File: src/rtl/wta_pkg.sv
// ----------------------------------------------------------------------------
// wta_pkg: shared widths and types for the window trigger and average core
// Holds the window size, derived widths, register indexes and the structs
// that travel between the cells and the top level.
// ----------------------------------------------------------------------------
package wta_pkg;

    localparam int WINDOW    = 8;
    localparam int SAMPLE_W  = 10;
    localparam int BASE_W    = 10;
    localparam int THR_W     = 11;
    localparam int HELD_W    = 4;
    localparam int CFG_W     = 11;
    localparam int CNT_W     = $clog2(WINDOW + 1);
    localparam int SUM_W     = SAMPLE_W + $clog2(WINDOW);
    localparam int STEP_W    = $clog2(SUM_W + 1);
    localparam int DIFF_W    = SAMPLE_W + 2;

    localparam logic REG_BASE = 1'b0;
    localparam logic REG_THR  = 1'b1;

    typedef struct packed {
        logic                valid;
        logic [SAMPLE_W-1:0] sample;
    } t_cell_data;

    typedef struct packed {
        logic [BASE_W-1:0]       base;
        logic signed [THR_W-1:0] thr;
    } t_cmp_cfg;

endpackage

File: src/rtl/window_trigger_and_average_core.sv
// ----------------------------------------------------------------------------
// window_trigger_and_average_core: sliding window mean with vote trigger
//
// Input channel: i_in_valid / o_in_ready carry one 10-bit sample per beat.
// Output channel: o_out_valid / i_out_ready carry triggered, average and
// held_count, one result beat per input beat, in order.
// Configuration: i_cfg_we writes base value (index 0) or trigger threshold
// (index 1) from i_cfg_data; write only while the core is idle.
// The window is a row of slot cells; a new sample enters at the head and
// the oldest drops off the tail once all slots hold data. A running sum
// tracks the window; slot votes are counted in the cycle after the push.
// The mean is formed by a divider that produces one quotient bit per
// cycle. One item is in work at a time; the next sample is taken as
// soon as the result moves to the output register, even if that
// register waits. If the receiver stalls, the finished result holds in
// the divider until the output register frees up.
// Reset clears all slots, the fill count, the sum and both registers.
// ----------------------------------------------------------------------------
module window_trigger_and_average_core
    import wta_pkg::*;
(
    input  logic                i_clk,
    input  logic                i_rst_n,
    input  logic                i_in_valid,
    output logic                o_in_ready,
    input  logic [SAMPLE_W-1:0] i_sample,
    output logic                o_out_valid,
    input  logic                i_out_ready,
    output logic                o_triggered,
    output logic [SAMPLE_W-1:0] o_average,
    output logic [HELD_W-1:0]   o_held_count,
    input  logic                i_cfg_we,
    input  logic                i_cfg_idx,
    input  logic [CFG_W-1:0]    i_cfg_data
);

    localparam logic [1:0] S_IDLE  = 2'd0;
    localparam logic [1:0] S_COUNT = 2'd1;
    localparam logic [1:0] S_DIV   = 2'd2;

    logic [1:0]          r_state;
    logic [1:0]          n_state;
    t_cmp_cfg            r_cmp;
    logic [CNT_W-1:0]    r_fill;
    logic [SUM_W-1:0]    r_sum;
    logic                r_trig;
    logic                r_out_valid;
    logic                r_out_trig;
    logic [SAMPLE_W-1:0] r_out_avg;
    logic [HELD_W-1:0]   r_out_held;

    t_cell_data          w_chain [WINDOW+1];
    logic [WINDOW-1:0]   w_votes;
    logic                w_accept;
    logic                w_full;
    logic [SAMPLE_W-1:0] w_drop;
    logic [CNT_W-1:0]    w_vote_cnt;
    logic [CNT_W+1:0]    w_vote_x3;
    logic                w_div_busy;
    logic [SUM_W-1:0]    w_quo;
    logic                w_load_out;

    assign o_in_ready = (r_state == S_IDLE);
    assign w_accept   = i_in_valid && o_in_ready;
    assign w_full     = (r_fill == CNT_W'(WINDOW));

    assign w_chain[0].valid  = 1'b1;
    assign w_chain[0].sample = i_sample;

    for (genvar g = 0; g < WINDOW; g++) begin : g_cell
        wta_cell u_cell (
            .i_clk   (i_clk),
            .i_rst_n (i_rst_n),
            .i_shift (w_accept),
            .i_prev  (w_chain[g]),
            .i_cmp   (r_cmp),
            .o_data  (w_chain[g+1]),
            .o_vote  (w_votes[g])
        );
    end

    // tail slot leaves the window only when every slot is in use
    assign w_drop = w_full ? w_chain[WINDOW].sample : '0;

    assign w_vote_cnt = CNT_W'($countones(w_votes));
    assign w_vote_x3  = {w_vote_cnt, 1'b0} + {2'b00, w_vote_cnt};

    wta_div u_div (
        .i_clk      (i_clk),
        .i_rst_n    (i_rst_n),
        .i_start    (r_state == S_COUNT),
        .i_dividend (r_sum),
        .i_divisor  (r_fill),
        .o_busy     (w_div_busy),
        .o_quotient (w_quo)
    );

    assign w_load_out = (r_state == S_DIV) && !w_div_busy
                        && (!r_out_valid || i_out_ready);

    always_comb begin
        n_state = r_state;
        case (r_state)
            S_IDLE: begin
                if (w_accept) begin
                    n_state = S_COUNT;
                end
            end
            S_COUNT: begin
                n_state = S_DIV;
            end
            S_DIV: begin
                if (w_load_out) begin
                    n_state = S_IDLE;
                end
            end
            default: begin
                n_state = S_IDLE;
            end
        endcase
    end

    always_ff @(posedge i_clk) begin
        if (!i_rst_n) begin
            r_state     <= S_IDLE;
            r_fill      <= '0;
            r_sum       <= '0;
            r_out_valid <= 1'b0;
            r_cmp.base  <= '0;
            r_cmp.thr   <= '0;
        end else begin
            r_state <= n_state;
            if (i_cfg_we) begin
                case (i_cfg_idx)
                    REG_BASE: r_cmp.base <= i_cfg_data[BASE_W-1:0];
                    REG_THR:  r_cmp.thr  <= i_cfg_data[THR_W-1:0];
                    default:  r_cmp      <= r_cmp;
                endcase
            end
            if (w_accept) begin
                r_sum <= r_sum + SUM_W'(i_sample) - SUM_W'(w_drop);
                if (!w_full) begin
                    r_fill <= r_fill + 1'b1;
                end
            end
            if (w_load_out) begin
                r_out_valid <= 1'b1;
            end else if (i_out_ready) begin
                r_out_valid <= 1'b0;
            end
        end
    end

    // votes > held / 3 is the same as 3 * votes > held
    always_ff @(posedge i_clk) begin
        if (r_state == S_COUNT) begin
            r_trig <= w_vote_x3 > (CNT_W+2)'(r_fill);
        end
        if (w_load_out) begin
            r_out_trig <= r_trig;
            r_out_avg  <= w_quo[SAMPLE_W-1:0];
            r_out_held <= HELD_W'(r_fill);
        end
    end

    assign o_out_valid  = r_out_valid;
    assign o_triggered  = r_out_trig;
    assign o_average    = r_out_avg;
    assign o_held_count = r_out_held;

endmodule

File: src/rtl/wta_cell.sv
// ----------------------------------------------------------------------------
// wta_cell: one window slot
// Holds one sample, hands it to the next slot on a shift and flags whether
// the held sample sits above base plus threshold.
// ----------------------------------------------------------------------------
module wta_cell
    import wta_pkg::*;
(
    input  logic       i_clk,
    input  logic       i_rst_n,
    input  logic       i_shift,
    input  t_cell_data i_prev,
    input  t_cmp_cfg   i_cmp,
    output t_cell_data o_data,
    output logic       o_vote
);

    logic                     r_valid;
    logic [SAMPLE_W-1:0]      r_sample;
    logic signed [DIFF_W-1:0] w_diff;
    logic signed [DIFF_W-1:0] w_thr;

    always_ff @(posedge i_clk) begin
        if (!i_rst_n) begin
            r_valid <= 1'b0;
        end else if (i_shift) begin
            r_valid <= i_prev.valid;
        end
    end

    always_ff @(posedge i_clk) begin
        if (i_shift) begin
            r_sample <= i_prev.sample;
        end
    end

    assign w_diff = $signed({2'b00, r_sample}) - $signed({2'b00, i_cmp.base});
    assign w_thr  = DIFF_W'(i_cmp.thr);
    assign o_vote = r_valid && (w_diff > w_thr);

    assign o_data.valid  = r_valid;
    assign o_data.sample = r_sample;

endmodule

File: src/rtl/wta_div.sv
// ----------------------------------------------------------------------------
// wta_div: restoring divider for the window mean
// Produces one quotient bit per cycle; the quotient holds until next start.
// ----------------------------------------------------------------------------
module wta_div
    import wta_pkg::*;
(
    input  logic             i_clk,
    input  logic             i_rst_n,
    input  logic             i_start,
    input  logic [SUM_W-1:0] i_dividend,
    input  logic [CNT_W-1:0] i_divisor,
    output logic             o_busy,
    output logic [SUM_W-1:0] o_quotient
);

    logic              r_busy;
    logic [STEP_W-1:0] r_step;
    logic [CNT_W-1:0]  r_rem;
    logic [CNT_W-1:0]  r_div;
    logic [SUM_W-1:0]  r_quo;
    logic [CNT_W:0]    w_sh;
    logic [CNT_W:0]    w_diff;
    logic              w_fit;

    assign w_sh   = {r_rem, r_quo[SUM_W-1]};
    assign w_diff = w_sh - {1'b0, r_div};
    assign w_fit  = w_sh >= {1'b0, r_div};

    always_ff @(posedge i_clk) begin
        if (!i_rst_n) begin
            r_busy <= 1'b0;
            r_step <= '0;
        end else if (i_start) begin
            r_busy <= 1'b1;
            r_step <= STEP_W'(SUM_W);
        end else if (r_busy) begin
            r_step <= r_step - 1'b1;
            if (r_step == STEP_W'(1)) begin
                r_busy <= 1'b0;
            end
        end
    end

    always_ff @(posedge i_clk) begin
        if (i_start) begin
            r_rem <= '0;
            r_div <= i_divisor;
            r_quo <= i_dividend;
        end else if (r_busy) begin
            // shift in one quotient bit, subtract when the divisor fits
            if (w_fit) begin
                r_rem <= w_diff[CNT_W-1:0];
            end else begin
                r_rem <= w_sh[CNT_W-1:0];
            end
            r_quo <= {r_quo[SUM_W-2:0], w_fit};
        end
    end

    assign o_busy     = r_busy;
    assign o_quotient = r_quo;

endmodule
File: config.mk
export PLATFORM = sky130hd
export DESIGN_NAME = window_trigger_and_average_core
export DESIGN_NICKNAME = d
export VERILOG_FILES = /design/src/rtl/wta_pkg.sv /design/src/rtl/window_trigger_and_average_core.sv /design/src/rtl/wta_cell.sv /design/src/rtl/wta_div.sv
export SDC_FILE = /design/constraint.sdc
export NUM_CORES = 1
export LEC_CHECK = 0
export BUFFER_PORTS_ARGS = -buffer_cell sky130_fd_sc_hd__buf_2
export CAP_MARGIN = 20
export CELL_PAD_IN_SITES_DETAIL_PLACEMENT = 2
export CELL_PAD_IN_SITES_GLOBAL_PLACEMENT = 2
export CORE_ASPECT_RATIO = 2
export CORE_MARGIN = 1.5
export CORE_UTILIZATION = 42
export DETAILED_ROUTE_END_ITERATION = 10
export PLACE_DENSITY = 0.86
export SYNTH_ARGS = -nofsm -noshare
export SYNTH_HDL_FRONTEND = slang
export SYNTH_SLANG_ARGS = --single-unit
export TNS_END_PERCENT = 1
File: constraint.sdc
create_clock -name i_clk -period 7.55 [get_ports i_clk]
set_input_delay 1.8875 -clock i_clk [delete_from_list [all_inputs] [get_ports i_clk]]
set_output_delay 1.8875 -clock i_clk [all_outputs]
set_load 0.01 [all_outputs]
==> impl_results.md <==
- CTS Buf Count: 17
- Avg Cell Area, Syn: 10.1 µm²
- Final Wtd Congestion: 0.880
- Clk_lat worst skew: 0.48 ns
- Initial Util: 42.7%
- Final Setup Violations: 1
- Period utilization: 104%
- Total number of vias: 10.4k
- Minimum clock period: 7.84 ns
- Post-synth EDFFs: 113
- Core Area: 28800 µm²
- Final Non-Filler Cells: 1667
- Pre-CTS WS: -0.107 ns
- Most common cell after layout, fill and taps aside: ha_1
- CTS clock-pin slew for the worst setup and hold paths: 0.08 ns
- Nets: 1545
- CP max FO: 6
- Post-Syn Instances: 1221
- Worst path max stage delay: 0.68 ns
- Slew HR: 26.8%
- Root Buffer: clkbuf_16
- I/O Buffers: 43
- Violated checks: negative setup slack
- Final Slew Violations: 0
- Initial drt markers: 614
- All-Layer GR Usage: 31.2%
- Setup crit start kind: register
- Share of cells above drive strength 1: 11.6%
- Largest net degree at the start of global routing: 69
- Number of routed nets with antenna violations: 0
- Post-layout worst setup margin: -0.293 ns
- Yosys cell types: 53
- Crit path DAT: 8.07 ns
- Ys flop type: edfxtp_1
- Row count: 88
- Top cell by count, worst path: ha_1
- Clk_skew: 0.0131 ns
- Yosys Warn Count: 0
- N_diodes: 0
- H-Tree Level Count: 4
- Max Cap Viol: 0
- Post-route cell area: 13900 µm²
- Final WL: 50600 µm
- Sequential-to-total area share from yosys stat: 37.0%
- Cell Area, Synth: 12300 µm²
- DP Area: 13000 µm²
- Dpl hpwl: 33800 µm
- Synthesis-stage register bit count: 171
- Drc violations: 0
- Maximum root-to-sink buffer count: 2
- First-pass GRT wire length: 68600 µm
- WL/cell: 30.4 µm
- Power per cell area: 247 nW/µm²
- Die Span Y: 245 µm
- Slew @ Worst Pin: 1.09 ns
- GRT overflow: 0
- Mapped Nets: 1472
- Die width: 124 µm
- Final core utilization: 48.2%
- Router iterations before antenna repair: 5
- Number of global-route vias before repair: 11.8k
- Die ar.: 30400 µm²
- Met3 WL: 2010 µm
- Slowest CP cell: fa_2
- FFs w/ async S/R, synth: 0%
- Leak: 5.73 nW
- Crit path required time: 7.77 ns
- Worst setup path category: reg -> reg
- Placed insts: 1620
- CTS Hold Buffers Added: 0
- DR top layer: met4
- Post-route setup TNS: -0.293 ns
- CTS tree: yes
- VDD IR max: 255 µV
- Hold Path Class: reg -> reg
- Final Hold Viols: 0
- Area grow syn2layout: 12.7%
- Metal2 WL: 27000 µm
- Status: finished, violations left
- Fmax: 128 MHz
- Commonest non-fill, non-tap cells in the layout: 194 x ha_1, 113 x edfxtp_1, 111 x nand2_1
- Via density: 6.25
- Initial antenna violation count: 0
- CP Capture Type: register
- I/O Pins: 44
- M1 wire length: 16500 µm
- Clock Sink Count: 171
==> logic make-up (layout without fill, tap and decap cells) <==
group           Yosys count  count (layout)  synth area share (%)
buf+inv                 130             216                  3.96
flops                   171             171                  37.0
fa+ha+maj               224             224                  24.2
mux                       9               9                 0.741
xor+xnor                 78              78                  5.54
compound gates          320             320                  17.1
simple gates            289             289                  11.5
==> worst max-delay path: cells and delay by family (launching register included) <==
family / cells / cell delay [ns]
adder cells (fa/ha/maj): 10 / 4.19
AO/OA/AOI/OAI: 12 / 2.26
AND/OR/NAND/NOR: 4 / 0.44
flip-flops: 1 / 0.36
buffers and inverters: 2 / 0.31
==> cells in the mapped netlist (all sizes together) (2+ instances only) <==
cell type | number | area (µm²)
nor2 | 39 | 146
nand4 | 22 | 138
o21a | 9 | 67.6
a211oi | 7 | 52.6
dfxtp | 58 | 1160
inv | 110 | 413
or2 | 3 | 18.8
a221o | 6 | 60.1
clkbuf | 15 | 56.3
clkinv | 2 | 7.51
a21oi | 89 | 449
and2 | 17 | 106
a21boi | 36 | 270
a31o | 10 | 87.6
nand2b | 19 | 119
o211a | 2 | 20.0
nor4 | 2 | 12.5
xor2 | 35 | 307
nand3 | 23 | 115
nand2 | 111 | 417
o21ai | 50 | 250
a21o | 64 | 480
a31oi | 9 | 56.3
o211ai | 20 | 150
buf | 3 | 11.3
o31ai | 3 | 22.5
and4 | 4 | 35.0
o2111ai | 2 | 17.5
nor2b | 22 | 138
xnor2 | 43 | 377
mux2i | 8 | 80.1
fa | 24 | 480
and3 | 8 | 50.1
or3 | 2 | 12.5
edfxtp | 113 | 3390
nor3 | 11 | 55.1
a41o | 2 | 20.0
ha | 200 | 2500
o2111a | 4 | 45.0
nor4b | 2 | 17.5
o31a | 2 | 17.5
==> what timing repair did <==
item / CTS / global route
setup buffers: 0 / 15
resized for setup: 4 / 38
pin swaps: 0 / 13
endpoints found under the setup margin: 1 / 1
==> where the power goes <==
part	total [mW]	switching, mW	internal, mW
Combinational	1.31	0.787	0.519
Sequential	1.20	0.0879	1.11
Clock	0.928	0.461	0.467
==> layout make-up <==
| type | instances | area [µm²] |
|---|---|---|
| clock inverter | 15 | 156 |
| tap | 360 | 450 |
| sequential | 171 | 4560 |
| fill | 3000 | 15000 |
| clock buffer | 17 | 425 |
| inverter | 112 | 430 |
| multi-input combinational | 920 | 7410 |
| timing repair buffer | 72 | 462 |
==> flip-flops by register name, indices dropped and copies added (netlist names), 8 cells and up <==
register                count
g_cell.u_cell.r_sample     80
g_cell.u_cell.r_valid       8
o_average                  10
r_cmp                      21
r_sum                      13
u_div.o_quotient           13
==> per-stage QoR <==
step                hold slack (ns)  power [mW]
global placement              0.431        2.27
finish                        0.452        3.43
global route                  0.458        3.58
floorplan                     0.400        1.99
CTS                           0.448        3.33
detailed placement            0.428        2.37
==> metal layers <==
layer  GRT usage [%]  vias up
met5               0        -
met4            24.9        0
met3            4.72      233
met2            58.4      396
met1            28.7     5230
li1                -     4566
==> worst paths after layout <==
check | start | endpoint | slack, ns | cells after the start
max | r_cmp[15]$_SDFFE_PN0P_ | r_trig$_DFFE_PP_ | -0.29 | 28
min | r_trig$_DFFE_PP_ | o_triggered$_DFFE_PP_ | 0.45 | 0
max reg2reg | r_cmp[15]$_SDFFE_PN0P_ | r_trig$_DFFE_PP_ | -0.29 | 28
min reg2reg | r_trig$_DFFE_PP_ | o_triggered$_DFFE_PP_ | 0.45 | 0
(Power assumes the default switching activity.)
